`src/rtl/htdr_ram.sv`:
```
module htdr_ram #(
  parameter int unsigned WIDTH = 8,
  parameter int unsigned DEPTH = 16
) (
  input  logic                     clk,
  input  logic                     we,
  input  logic [$clog2(DEPTH)-1:0] waddr,
  input  logic [WIDTH-1:0]         wdata,
  input  logic [$clog2(DEPTH)-1:0] raddr,
  output logic [WIDTH-1:0]         rdata
);
  logic [WIDTH-1:0] mem [DEPTH];

  always_ff @(posedge clk) begin
    if (we) begin
      mem[waddr] <= wdata;
    end
    rdata <= mem[raddr];
  end
endmodule

```
`config.mk`:
```
export PLATFORM = sky130hd
export DESIGN_NAME = htdr_ram
export DESIGN_NICKNAME = d
export VERILOG_FILES = /design/src/rtl/htdr_ram.sv
export SDC_FILE = /design/constraint.sdc
export NUM_CORES = 1
export LEC_CHECK = 0
export ABC_AREA = 1
export BUFFER_PORTS_ARGS = -buffer_cell sky130_fd_sc_hd__buf_2
export CORE_MARGIN = 5
export CORE_UTILIZATION = 55
export DETAILED_ROUTE_END_ITERATION = 8
export PLACE_DENSITY_LB_ADDON = 0.08
export SYNTH_ARGS = -nofsm -noshare
export SYNTH_HDL_FRONTEND = slang
export SYNTH_SLANG_ARGS = --single-unit
```
`constraint.sdc`:
```
create_clock -name clk -period 1.19 [get_ports clk]
set_input_delay 0.238 -clock clk [delete_from_list [all_inputs] [get_ports clk]]
set_output_delay 0.238 -clock clk [all_outputs]
set_load 0.01 [all_outputs]
```
==> metrics <==
status complete, but fails checks; violated checks negative setup slack; Ys Warns 0; CP Data Required Time 0.95 ns; Worst setup EP type output pin; cell taking the most area after synthesis edfxtp_1; clk_skew 0.00669 ns; Comb pwr share 0.065; routed vias/inst 5.11; Top Ports 26; initial DRC count 293; Overflow after GRT 0; # setup viols final 5; top area cells in the synthesized netlist edfxtp_1, nand2_1, nand3_1, inv_1, dfxtp_1; Worst Hold Class in2reg; commonest non-fill, non-tap cell in the layout nand2_1; CP arrival 0.99 ns; final hold vios 0; Max Cap Violations 0; Clock Sinks 136; fin crit period 1.23 ns; Hold Crit Depth 1; Critical Path Max Stage Delay 0.35 ns; CP max stage cell dfxtp_2; Core Area 10300 µm²; share of cells above drive strength 1 0.155; row count 37; gr usage total 0.216; Clk pwr share 0.456; Buf/Inv on CP 1; maximum root-to-sink buffer count 2; ANT cells 0; Post-Synthesis Cells 551; First-pass DRT Iterations 7; hold path start wdata[3]; antenna violations before repair 0; power per cell area 1650 nW/µm²; DRC viols 0; via count 3851; crit-path leading delay family flip-flops; Post-Syn Area 5770 µm²; crit path launch type flop; critical path cell sequence buf_6; Pint 0.00886 W; Routed WL 12900 µm; Mapped Nets 569; Die H 112 µm; IO buf count 25; Synth Register Bits 136; die area 12600 µm²; # Post-CTS Setup Buffers 0; Initial Util 0.561; filler instances 808; Worst-Skew Late Latency 0.53 ns; CTS tree done; Slew Viols, Final 0; Sw Ratio 0.215; internal reg-to-reg setup slack 0.19 ns; CTS Root Cell clkbuf_8; RSZ-0062 raised after global routing true; Worst R2R End rdata[7]$_DFF_P_; most frequent cells in the layout nand2_1, edfxtp_1, inv_1; hpwl dp 8180 µm; per-cell routed wire length 17.1 µm; first-pass GRT wire length 20100 µm; RePlAce Congestion 0.829; Mean Syn Cell Area 10.5 µm²; Die X 112 µm; fmax 815 MHz; final setup margin -0.0365 ns; Reg clk slew, reported paths 0.06 ns; Final period util 1.03; Peak VDD IR 0.00134 V; share of power burned in registers 0.479; critical path class reg2out; leak pwr 3.01 nW; total power 0.0113 W; Slew HR 0.735; setup TNS -0.114 ns; reg2reg path depth 6; Reg-to-Reg Start mem[8][7]$_DFFE_PP_; cell area after layout 6850 µm²; Slew @ Worst Pin 0.397 ns; CTS Buf Count 17; sequential share of the synthesized area 0.694; Yosys cell types 12; H-tree levels 4; number of global-route vias before repair 3676; Max FO, Critical Path 1; Core Util, Final 0.666; Total Nets Final 623; placed cell area 6210 µm²; Yosys top cell area share 0.667; Net Switching 0.00242 W; Area Overhead vs Synth 18.7%; largest net degree at the start of global routing 33; post-route ant nets 0; Worst Hold Endpoint mem[0][3]$_DFFE_PP_
==> cell usage after synthesis (all sizes together) <==
library cell	number
inv	102
nand2	173
edfxtp	128
dfxtp	8
nand3	97
nor2	17
nand3b	2
buf	24
==> flip-flops by register name, summed over array words and instances (netlist names) <==
register,cells
rdata,8
mem,128
==> metrics by stage <==
step / worst slack [ns] / instances / hold slack (ns)
floorplan: 0.00116 / 551 / 0.337
global placement: -0.139 / 722 / 0.635
detailed placement: -0.149 / 722 / 0.638
CTS: -0.0542 / 754 / 0.123
global route: -0.0736 / 754 / 0.124
finish: -0.0365 / 754 / 0.126
==> final cells by class <==
cell class,count,area [µm²],share of cell area
clock buffers,20,435,0.0636
well taps,136,170,0.0249
multi-input cells,289,1210,0.177
clock inverters,12,151,0.0221
inverters,102,383,0.0559
repair buffers,59,480,0.0702
flip-flops and latches,136,4010,0.586
==> worst max path at each step <==
stage	cells after the start	startpoint	slack [ns]	endpoint
global route	1	rdata[0]$_DFF_P_	-0.07	rdata[0]
global placement	8	raddr[0]	-0.14	rdata[0]$_DFF_P_
floorplan	2	waddr[3]	0.001	mem[4][0]$_DFFE_PP_
finish	1	rdata[4]$_DFF_P_	-0.04	rdata[4]
detailed placement	8	raddr[0]	-0.15	rdata[0]$_DFF_P_
CTS	1	rdata[0]$_DFF_P_	-0.05	rdata[0]
==> power by group through the flow <==
| stage | registers (W) | logic [W] | clock network (W) |
|---|---|---|---|
| floorplan | 0.00550 | 0.000378 | 0 |
| global placement | 0.00549 | 0.000696 | 0 |
| detailed placement | 0.00549 | 0.000707 | 0 |
| CTS | 0.00540 | 0.000739 | 0.00519 |
| global route | 0.00541 | 0.000808 | 0.00544 |
| finish | 0.00540 | 0.000734 | 0.00515 |
==> metal layers <==
metal,part of all wire,GRT usage
met1,0.44,0.298
met2,0.48,0.342
met3,0.072,0.0534
met4,0.013,0.0665
met5,0,0
==> logic make-up after synthesis <==
family	after synthesis	share of synthesized area
AND/OR/NAND/NOR	289	0.210
flip-flops	136	0.694
buffers and inverters	126	0.0952
==> repair_timing <==
action,in CTS,in global routing
resized for setup,12,0
hold buffers,0,0
setup endpoints to repair,8,8
No activity file was read; power rests on OpenSTA's default activity.
